===== config.mk =====
export PLATFORM = sky130hd
export DESIGN_NAME = v3n_fifo
export DESIGN_NICKNAME = d
export VERILOG_FILES = /design/src/hw/rtl/v3n_fifo.sv
export SDC_FILE = /design/constraint.sdc
export NUM_CORES = 1
export LEC_CHECK = 0
export ABC_AREA = 1
export BUFFER_PORTS_ARGS = -buffer_cell sky130_fd_sc_hd__buf_2
export CORE_UTILIZATION = 25
export CTS_CLUSTER_DIAMETER = 80
export DETAILED_ROUTE_END_ITERATION = 16
export PLACE_DENSITY = 0.39
export SLEW_MARGIN = 40
export SYNTH_ARGS = -nofsm -noshare
export SYNTH_HDL_FRONTEND = slang
export SYNTH_SLANG_ARGS = --single-unit

===== constraint.sdc =====
create_clock -name clk_i -period 2.6 [get_ports clk_i]
set_input_delay 0.13 -clock clk_i [delete_from_list [all_inputs] [get_ports clk_i]]
set_output_delay 0.13 -clock clk_i [all_outputs]
set_load 0.02 [all_outputs]

===== src/hw/rtl/v3n_fifo.sv =====
// Short queue between front and back.
module v3n_fifo #(
  parameter int unsigned Width = 8,
  parameter int unsigned Depth = 4
) (
  input  logic             clk_i,
  input  logic             rst_ni,
  input  logic             in_valid_i,
  output logic             in_ready_o,
  input  logic [Width-1:0] in_data_i,
  output logic             out_valid_o,
  input  logic             out_ready_i,
  output logic [Width-1:0] out_data_o
);

  localparam int unsigned AW = (Depth > 1) ? $clog2(Depth) : 1;

  logic [Width-1:0] mem_q [Depth];
  logic [AW-1:0]    wptr_q, rptr_q;
  logic [AW:0]      cnt_q;
  logic             push, pop;

  assign in_ready_o  = cnt_q != (AW+1)'(Depth);
  assign out_valid_o = cnt_q != '0;
  assign push        = in_valid_i && in_ready_o;
  assign pop         = out_valid_o && out_ready_i;
  assign out_data_o  = mem_q[rptr_q];

  always_ff @(posedge clk_i or negedge rst_ni) begin
    if (!rst_ni) begin
      wptr_q <= '0;
      rptr_q <= '0;
      cnt_q  <= '0;
    end else begin
      if (push) wptr_q <= (wptr_q == AW'(Depth-1)) ? '0 : wptr_q + 1'b1;
      if (pop)  rptr_q <= (rptr_q == AW'(Depth-1)) ? '0 : rptr_q + 1'b1;
      cnt_q <= cnt_q + (AW+1)'(push) - (AW+1)'(pop);
    end
  end

  always_ff @(posedge clk_i) begin
    if (push) mem_q[wptr_q] <= in_data_i;
  end

endmodule


==> impl_metrics.json, run 1 <==
{
  "utilization_pct": 30.8,
  "tns_ns": 0,
  "area_growth_pct": 18.6,
  "worstMarginPinSlew_ns": 0.518,
  "syn-instance-count": 149,
  "clock_latency_ns": 0.28,
  "cts_sinks": 39,
  "cts_buffers": 5,
  "cp_slowest_cell": "dfrtp_1",
  "grt_use_total_pct": 10.4,
  "die_area_um2": 7410,
  "switchingPower_uw": 907,
  "place_hpwl_um": 2270,
  "cts_tree": "done",
  "htreeDepth": 2,
  "min_path_type": "in -> reg",
  "place.port_buffers": 21,
  "critPathBufInv": 4,
  "path_max_fanout": 4,
  "io_pins": 22,
  "syn-num-nets": 169,
  "relSlewSlack_pct": 65.4,
  "grt_pass1_wl_um": 5640,
  "critPathKind": "reg -> reg",
  "final.fill_count": 714,
  "crit_chain": "nor2_4 -> nand2_2 -> nand2_2 -> inv_1 -> ha_1 -> inv_1 -> ha_1 -> inv_1 -> fa_1 -> inv_1",
  "synth_cell_types": 15,
  "clock.fmax_ghz": 0.505,
  "cell_internal_pwr_uw": 1450,
  "gr-total-overflow": 0,
  "outcome": "finished, final reports clean",
  "synth-warning-count": 0,
  "clock-root-buffer": "clkbuf_8",
  "fp.dieW_um": 86.1,
  "syn_avg_cell_area_um2": 11.9,
  "start_kind": "flip-flop",
  "seq_power_share_pct": 41.7,
  "power.leakage_uw": 0.000905,
  "synth_seq_cells": 39,
  "final_nets": 198,
  "wl_um": 3240,
  "crit_path_frequent_cell": "inv_1",
  "drive_above_1_share_pct": 21.8,
  "min_period_over_period_pct": 76.2,
  "p_comb_share_pct": 37.2,
  "gp_congestion": 0.737,
  "core.rowCount": 30,
  "post_cts_resize_count": 0,
  "clockPowerShare_pct": 21.1,
  "post_drt_wl_per_cell_um": 11.8,
  "netlist_area_um2": 1770,
  "grt_max_degree": 20,
  "core-area_um2": 6790,
  "clock_path_buffers": 2,
  "start_util_pct": 26.0,
  "setup_viol": 0,
  "antenna_found_initial": 0,
  "first_pass_iters": 4,
  "seq_area_frac_synth_pct": 64.3,
  "cp_data_required_time_ns": 2.78,
  "switching_share_pct": 38.5,
  "drv_slew": 0,
  "crit_arrival_ns": 2.16,
  "fp.dieH_um": 86.1,
  "r2r_slack_ns": 0.62,
  "antenna_left": 0,
  "hold_viol_final": 0,
  "crit_path_max_incr_delay_ns": 0.48,
  "skew_ns": 0.00265,
  "vias_per_cell": 3.94,
  "diodes": 0,
  "total_power_uw": 2360,
  "drt_iter0_drc": 53,
  "clk_pin_slew_ns": 0.08,
  "peakVddDrop_uv": 297,
  "cts_setup_buffers": 0,
  "grt_pass1_vias": 1125,
  "remaining_drc_errors": 0,
  "cp_top_family": "adder cells",
  "vias": 1084,
  "end_kind": "flip-flop",
  "period_minus_slack_ns": 1.98,
  "multiInputGateArea_um2": 465,
  "seq_area_um2": 1140,
  "rsz0062_at_grt": "no",
  "power_density_nw_per_um2": 1120,
  "drv_cap": 0
}
==> logic make-up after synthesis <==
family,share of synthesized area (%)
xor+xnor,0.992
buf+inv,9.35
flops,64.3
compound gates,6.80
simple gates,12.5
fa+ha+maj,6.09
==> cells in the final DEF (no fill, tap or decap), drive strengths merged <==
master / n
dfrtp: 7
nand2: 39
clkinv: 2
bufinv: 1
clkbuf: 5
edfxtp: 32
nand3: 4
dlygate4sd3: 1
xnor2: 1
fa: 1
buf: 26
o211ai: 16
nor2: 7
ha: 7
xor2: 1
inv: 29
==> final timing paths <==
kind	from	to	cells after the start
max	cnt_q[1]	cnt_q[1]	10
min	in_data_i[1]	mem_q[2][1]	1
max reg2reg	cnt_q[1]	cnt_q[1]	10
min reg2reg	wptr_q[1]	wptr_q[1]	2
max in group asynchronous	rst_ni	rptr_q[0]	2
min in group asynchronous	rst_ni	cnt_q[2]	2
==> routing by layer <==
layer / part of all wire, % / vias up / GRT usage, %
met5: 0 / - / 0
li1: - / 544 / -
met3: 4.1 / 5 / 3.37
met1: 46 / 519 / 12.6
met4: 1.9 / 0 / 4.55
met2: 48 / 16 / 16.8
==> cell usage after synthesis, drive strengths merged <==
master	n	share of area (%)
buf	5	3.2
nand2	39	9.4
fa	1	1.1
ha	7	5.0
nand3	4	1.1
xnor2	1	0.50
xor2	1	0.50
inv	29	6.2
dfrtp	7	9.9
o211ai	16	6.8
nor2	7	1.9
edfxtp	32	54
==> power by group through the flow <==
| stage | logic [uW] | clock network [uW] | registers [uW] |
|---|---|---|---|
| final | 877 | 496 | 984 |
| after global placement | 868 | 0 | 996 |
| after floorplan | 721 | 0 | 929 |
| after global routing | 999 | 546 | 1010 |
| after detailed placement | 895 | 0 | 1000 |
| after CTS | 898 | 516 | 989 |
==> timing repair <==
action,CTS,global route
endpoints found under the setup margin,0,0
endpoints found under the hold margin,7,0
hold buffers,1,0
==> state kept, by name, summed over array words and instances (netlist names) <==
name,cells
cnt_q,3
wptr_q,2
rptr_q,2
mem_q,32
==> area by class of cell <==
type / count / area share [%]
Clock buffer: 5 / 3.28
Clock inverter: 3 / 2.09
Inverter: 29 / 5.19
Multi-Input combinational cell: 76 / 22.2
Sequential cell: 39 / 54.2
Tap cell: 96 / 5.73
Timing Repair Buffer: 27 / 7.28
==> worst reg2reg max path, cell delays in order (launching register included) <==
cell and delay (ns):
dfrtp_1 0.48, nor2_4 0.18, nand2_2 0.09, nand2_2 0.08, inv_1 0.05, ha_1 0.26
inv_1 0.05, ha_1 0.13, inv_1 0.04, fa_1 0.48, inv_1 0.05
==> stage by stage <==
step	cells	setup WS, ns	hold WS (ns)	instance area (um2)
after floorplan	149	0.656	-0.166	1770
after global placement	266	0.680	-0.0217	1970
after detailed placement	266	0.621	-0.0195	1970
after CTS	275	0.607	0.0407	2100
after global routing	275	0.461	0.0410	2100
final	275	0.620	0.0552	2100
No activity file was read; power rests on OpenSTA's default activity.
==> run 2, diff against run 1 <==
Settings changed: ABC_AREA 1 to 0, PLACE_DENSITY 0.39 to 0.41.
Clock period 2.6 ns to 1.8 ns, I/O delays scaled along.
==> run 2 against run 1 <==
Against the previous run:
- the flow now finishes with violations (negative setup slack)
- final area shrank 1.4%
- first-iteration DRC count fell by 57%
- critical path depth decreased by 1
- total power is 48% higher
- critical path type unchanged
- highest routed layer unchanged
==> impl_metrics.json, run 2 <==
{
  "hold_depth": 1,
  "mostFrequentLayoutCells": "edfxtp_1, buf_2, buf_4",
  "seq_area_frac_synth_pct": 69.9,
  "post_drt_wl_per_cell_um": 15.0,
  "clk_pin_slew_ns": 0.08,
  "die_area_um2": 6830,
  "first_pass_iters": 4,
  "synth_flop_cell": "edfxtp_1",
  "setup_viol": 2,
  "synth_seq_cells": 39,
  "gp_congestion": 0.719,
  "relSlewSlack_pct": 67.6,
  "area_growth_pct": 27.1,
  "antenna_left": 0,
  "drv_cap": 0,
  "yosysTopAreaCell": "edfxtp_1",
  "vias": 878,
  "reg_top3": "mem_q x32, cnt_q x3",
  "synth_top_area_share_pct": 59.1,
  "syn-num-nets": 105,
  "start_kind": "flip-flop",
  "cts_sinks": 39,
  "cts_tree": "done",
  "peakVddDrop_uv": 513,
  "drv_slew": 0,
  "reg2reg_depth": 9,
  "final_common_cell": "edfxtp_1",
  "grt_pass1_wl_um": 4630,
  "cp_data_required_time_ns": 1.98,
  "cell_internal_pwr_uw": 2330,
  "place.port_buffers": 21,
  "crit_arrival_ns": 2.21,
  "critPathKind": "reg -> reg",
  "place_hpwl_um": 2070,
  "power_density_nw_per_um2": 1680,
  "clockPowerShare_pct": 20.8,
  "start_util_pct": 25.7,
  "grt_max_degree": 14,
  "yosysMostFrequentCell": "edfxtp_1",
  "rsz0062_at_grt": "yes",
  "cp_top_family": "adder cells",
  "gr-total-overflow": 0,
  "final_nets": 142,
  "p_comb_share_pct": 39.7,
  "min_period_over_period_pct": 113,
  "grt_pass1_vias": 873,
  "core.rowCount": 29,
  "top_register": "mem_q",
  "cts_buffers": 5,
  "clock_latency_ns": 0.29,
  "crit_path_max_incr_delay_ns": 0.43,
  "fp.dieW_um": 82.6,
  "htreeDepth": 2,
  "period_minus_slack_ns": 2.03,
  "clock_path_buffers": 2,
  "synth-warning-count": 0,
  "synth_edf_count": 32,
  "min_path_type": "in -> reg",
  "hold_viol_final": 0,
  "fp.dieH_um": 82.6,
  "syn_avg_cell_area_um2": 19.1,
  "violations": "negative setup slack",
  "diodes": 0,
  "setup_slack_ns": -0.229,
  "synth.top_cells.by_count": "edfxtp_1, mux4_2, dfrtp_1, ha_1, inv_1",
  "antenna_found_initial": 0,
  "cp_slowest_cell": "or3b_4",
  "holdWs_ns": 0.0112,
  "synthTopCellsByArea": "edfxtp_1, mux4_2, dfrtp_1, ha_1, and3_1",
  "largest_reg_flops": 32,
  "outcome": "finished, violations left",
  "critPathBufInv": 2,
  "async_flop_share_pct": 17.9,
  "vias_per_cell": 4.39,
  "io_pins": 22,
  "syn-instance-count": 85,
  "synth_cell_types": 22,
  "path_max_fanout": 3,
  "drt_iter0_drc": 23,
  "wl_um": 2990,
  "core-area_um2": 6310,
  "drive_above_1_share_pct": 48.8,
  "seq_power_share_pct": 39.5,
  "final.fill_count": 642,
  "remaining_drc_errors": 0,
  "worstMarginPinSlew_ns": 0.486,
  "power.leakage_uw": 0.000791,
  "crit_chain": "or3b_4 -> nand2_4 -> ha_4 -> inv_2 -> ha_4 -> inv_2 -> fa_2 -> xnor2_2 -> xnor2_1",
  "path_depth": 9,
  "end_kind": "flip-flop",
  "skew_ns": 0.00410,
  "switchingPower_uw": 1150,
  "grt_use_total_pct": 10.2,
  "clock-root-buffer": "clkbuf_8",
  "place_ws_ns": -0.317,
  "clock.fmax_ghz": 0.493,
  "netlist_area_um2": 1630,
  "tns_ns": -0.385,
  "switching_share_pct": 33.0
}
run 2: final cells by class:
cell class / instances / area [um2] / area share, %
Sequential cell: 39 / 1140 / 55.1
Multi-Input combinational cell: 37 / 497 / 24.0
Timing Repair Buffer: 33 / 200 / 9.69
Tap cell: 77 / 96.3 / 4.66
Clock buffer: 5 / 68.8 / 3.33
Clock inverter: 3 / 43.8 / 2.12
Inverter: 6 / 22.5 / 1.09
run 2: logic make-up (layout without fill, tap and decap cells):
kind of cell,after synthesis,in the layout,synth area share [%]
flip-flops,39,39,69.9
AND/OR/NAND/NOR,14,14,5.77
multiplexers,10,10,12.5
buffers and inverters,9,47,2.62
adder cells (fa/ha/maj),8,8,6.62
AO/OA/AOI/OAI,3,3,1.54
XOR/XNOR,2,2,1.08
run 2: stage by stage:
step                      std cells  cell area (um2)  power, uW  util (%)
after floorplan                  85             1670       2280         -
after global placement          188             1910       2700      30.3
after detailed placement        188             1910       2760      30.3
after CTS                       199             2060       3540      32.6
after global routing            200             2070       3720      32.7
final                           200             2070       3480      32.7
run 2: final timing paths:
check / from / end / slack, ns
worst max-delay path: cnt_q[0] / cnt_q[2] / -0.23
worst min-delay path: in_data_i[7] / mem_q[3][7] / 0.01
worst max register to register: cnt_q[0] / cnt_q[2] / -0.23
worst min register to register: rptr_q[0] / rptr_q[0] / 0.70
max in group asynchronous: rst_ni / cnt_q[1] / 1.46
min in group asynchronous: rst_ni / cnt_q[2] / 0.17
run 2: layer usage:
metal | part of all wire [%] | GRT usage [%] | vias up
met4 | 1.9 | 5.17 | 0
met2 | 52 | 17.4 | 18
met5 | 0 | 0 | -
met1 | 41 | 11.1 | 453
met3 | 4.5 | 3.96 | 5
li1 | - | - | 402
run 2: power groups by stage:
stage | Sequential (uW) | Combinational [uW] | Clock (uW)
2_1_floorplan | 1340 | 937 | 0
3_3_place_gp | 1370 | 1330 | 0
3_5_place_dp | 1400 | 1360 | 0
4_1_cts | 1380 | 1410 | 743
5_1_grt | 1410 | 1530 | 783
6_report | 1370 | 1380 | 722
run 2: repair_timing:
action,CTS,global route
resized for setup,2,1
pin swaps,2,1
hold endpoints to repair,7,2
hold buffers,1,1
buffers inserted,2,0
endpoints found under the setup margin,2,2
==> run 3, diff against run 2 <==
Settings changed: CAP_MARGIN set to 20, CORE_UTILIZATION 25 to 50, PLACE_DENSITY 0.41 to 0.72.
==> run 3 against run 2 <==
Against the previous run:
- critical path type unchanged
- global-route usage is 9.5 points higher
- worst setup slack worse by 0.0011 ns
- wire length is 8.7% lower
- register-to-register slack hardly changed
- largest power group is now sequential cells
- die area is 49% lower
- final area is 0.79% lower
- fmax hardly changed
- clock power is 17% lower
- the run still ends with negative setup slack left
- sequential power is 4% higher
- critical endpoint unchanged
==> impl_metrics.json, run 3 (synthesis results as in run 2) <==
{
  "cts_tree": "done",
  "grt_pass1_vias": 926,
  "min_path_type": "in -> async",
  "drv_cap": 0,
  "mostFrequentLayoutCells": "edfxtp_1, buf_2, dlygate4sd3_1",
  "drv_slew": 0,
  "vias_per_cell": 5.06,
  "multiInputGateArea_um2": 497,
  "gp_congestion": 0.747,
  "fp.dieH_um": 59.0,
  "end_kind": "flip-flop",
  "finalNonFillerCells": 171,
  "antenna_found_initial": 0,
  "htreeDepth": 2,
  "relSlewSlack_pct": 67.6,
  "clock.fmax_ghz": 0.493,
  "drt_iter0_drc": 16,
  "cts_sinks": 39,
  "top_register": "mem_q",
  "total_power_uw": 3300,
  "remaining_drc_errors": 0,
  "final_nets": 146,
  "first_pass_iters": 4,
  "vias": 866,
  "utilization_pct": 66.6,
  "power.leakage_uw": 0.000795,
  "clock-root-buffer": "clkbuf_4",
  "area_growth_pct": 26.1,
  "outcome": "finished, violations left",
  "cp_data_required_time_ns": 2.03,
  "final.fill_count": 239,
  "min_period_over_period_pct": 113,
  "grt_pass1_wl_um": 4580,
  "place.port_buffers": 21,
  "grt_max_degree": 13,
  "setup_slack_ns": -0.230,
  "place_inst": 152,
  "worstMarginPinSlew_ns": 0.486,
  "wl_um": 2730,
  "fp.dieW_um": 59.0,
  "skew_ns": 0.00529,
  "drive_above_1_share_pct": 45.7,
  "violations": "negative setup slack",
  "r2r_slack_ns": -0.23,
  "gr-total-overflow": 0,
  "largest_reg_flops": 32,
  "core.rowCount": 20,
  "stdcell_area_um2": 2050,
  "holdWs_ns": 0.101,
  "start_util_pct": 52.8,
  "cts_buffers": 5,
  "hold_viol_final": 0,
  "io_pins": 22,
  "path_max_fanout": 4,
  "peakVddDrop_uv": 823,
  "antenna_left": 0,
  "seq_area_um2": 1140,
  "core-area_um2": 3080,
  "start_kind": "flip-flop",
  "dpl_cell_area_um2": 1850,
  "rsz0062_at_grt": "yes",
  "crit_arrival_ns": 2.26,
  "clk_pin_slew_ns": 0.11,
  "reg_top3": "mem_q x32, cnt_q x3",
  "power_density_nw_per_um2": 1610,
  "die_area_um2": 3480,
  "final_common_cell": "edfxtp_1",
  "post_drt_wl_per_cell_um": 16.0,
  "diodes": 0,
  "clock_path_buffers": 2,
  "critPathKind": "reg -> reg",
  "clock_latency_ns": 0.33,
  "period_minus_slack_ns": 2.03,
  "place_hpwl_um": 1850,
  "grt_use_total_pct": 19.8,
  "setup_viol": 2
}
-- run 3: cell types whose count changed in the layout (fill, tap and decap cells not counted), sizes merged --
cell	previous run	this run
dlygate4sd3	2	9
clkinv	2	1
buf	31	28
clkbuf	5	6
-- run 3: where the power goes --
| group | switching (uW) | internal (uW) | total, uW |
|---|---|---|---|
| logic | 611 | 657 | 1270 |
| registers | 204 | 1230 | 1430 |
| clock network | 272 | 328 | 600 |
| total | 1090 | 2220 | 3300 |
-- run 3: layer usage --
layer	vias up	track usage, %	wire length, um
met5	-	0	0
met1	430	26.2	1180
met3	4	4.59	97
li1	413	-	-
met2	19	30.4	1390
met4	0	11.2	61
-- run 3: path summary, 6_finish.rpt --
kind | from | to | depth (start not counted)
min in group clk_i | in_valid_i | wptr_q[1] | 3
max in group asynchronous | rst_ni | rptr_q[0] | 2
setup reg to reg | cnt_q[0] | cnt_q[2] | 9
hold reg to reg | cnt_q[2] | cnt_q[2] | 2
setup / recovery | cnt_q[0] | cnt_q[2] | 9
hold / removal | rst_ni | cnt_q[1] | 2
-- run 3: metrics by stage --
stage / worst slack [ns] / TNS (ns)
2_1_floorplan: -0.345 / -0.604
3_3_place_gp: -0.230 / -0.380
3_5_place_dp: -0.285 / -0.484
4_1_cts: -0.256 / -0.423
5_1_grt: -0.291 / -0.487
6_report: -0.230 / -0.385
-- run 3: repair_timing --
action                                 in CTS  in global routing
setup endpoints to repair                  10                 10
gates cloned                                0                  0
pin swaps                                   2                  3
hold buffers                                9                  0
endpoints found under the hold margin      39                  0
resized for setup                           3                  2
buffers inserted                            2                  0
-- run 3: layout make-up --
class | instances | share of cell area, %
Multi-Input combinational cell | 37 | 24.2
Tap cell | 44 | 2.69
Inverter | 6 | 1.10
Sequential cell | 39 | 55.7
Clock buffer | 6 | 2.50
Clock inverter | 2 | 1.71
Timing Repair Buffer | 37 | 12.1
-- run 3: worst max-delay path, cell delays in order (launching register included) --
cell and delay [ns]:
dfrtp_1 0.43, or3b_4 0.43, nand2_4 0.07, ha_4 0.19, inv_2 0.06, ha_4 0.11
inv_2 0.03, fa_2 0.34, xnor2_2 0.14, xnor2_1 0.12
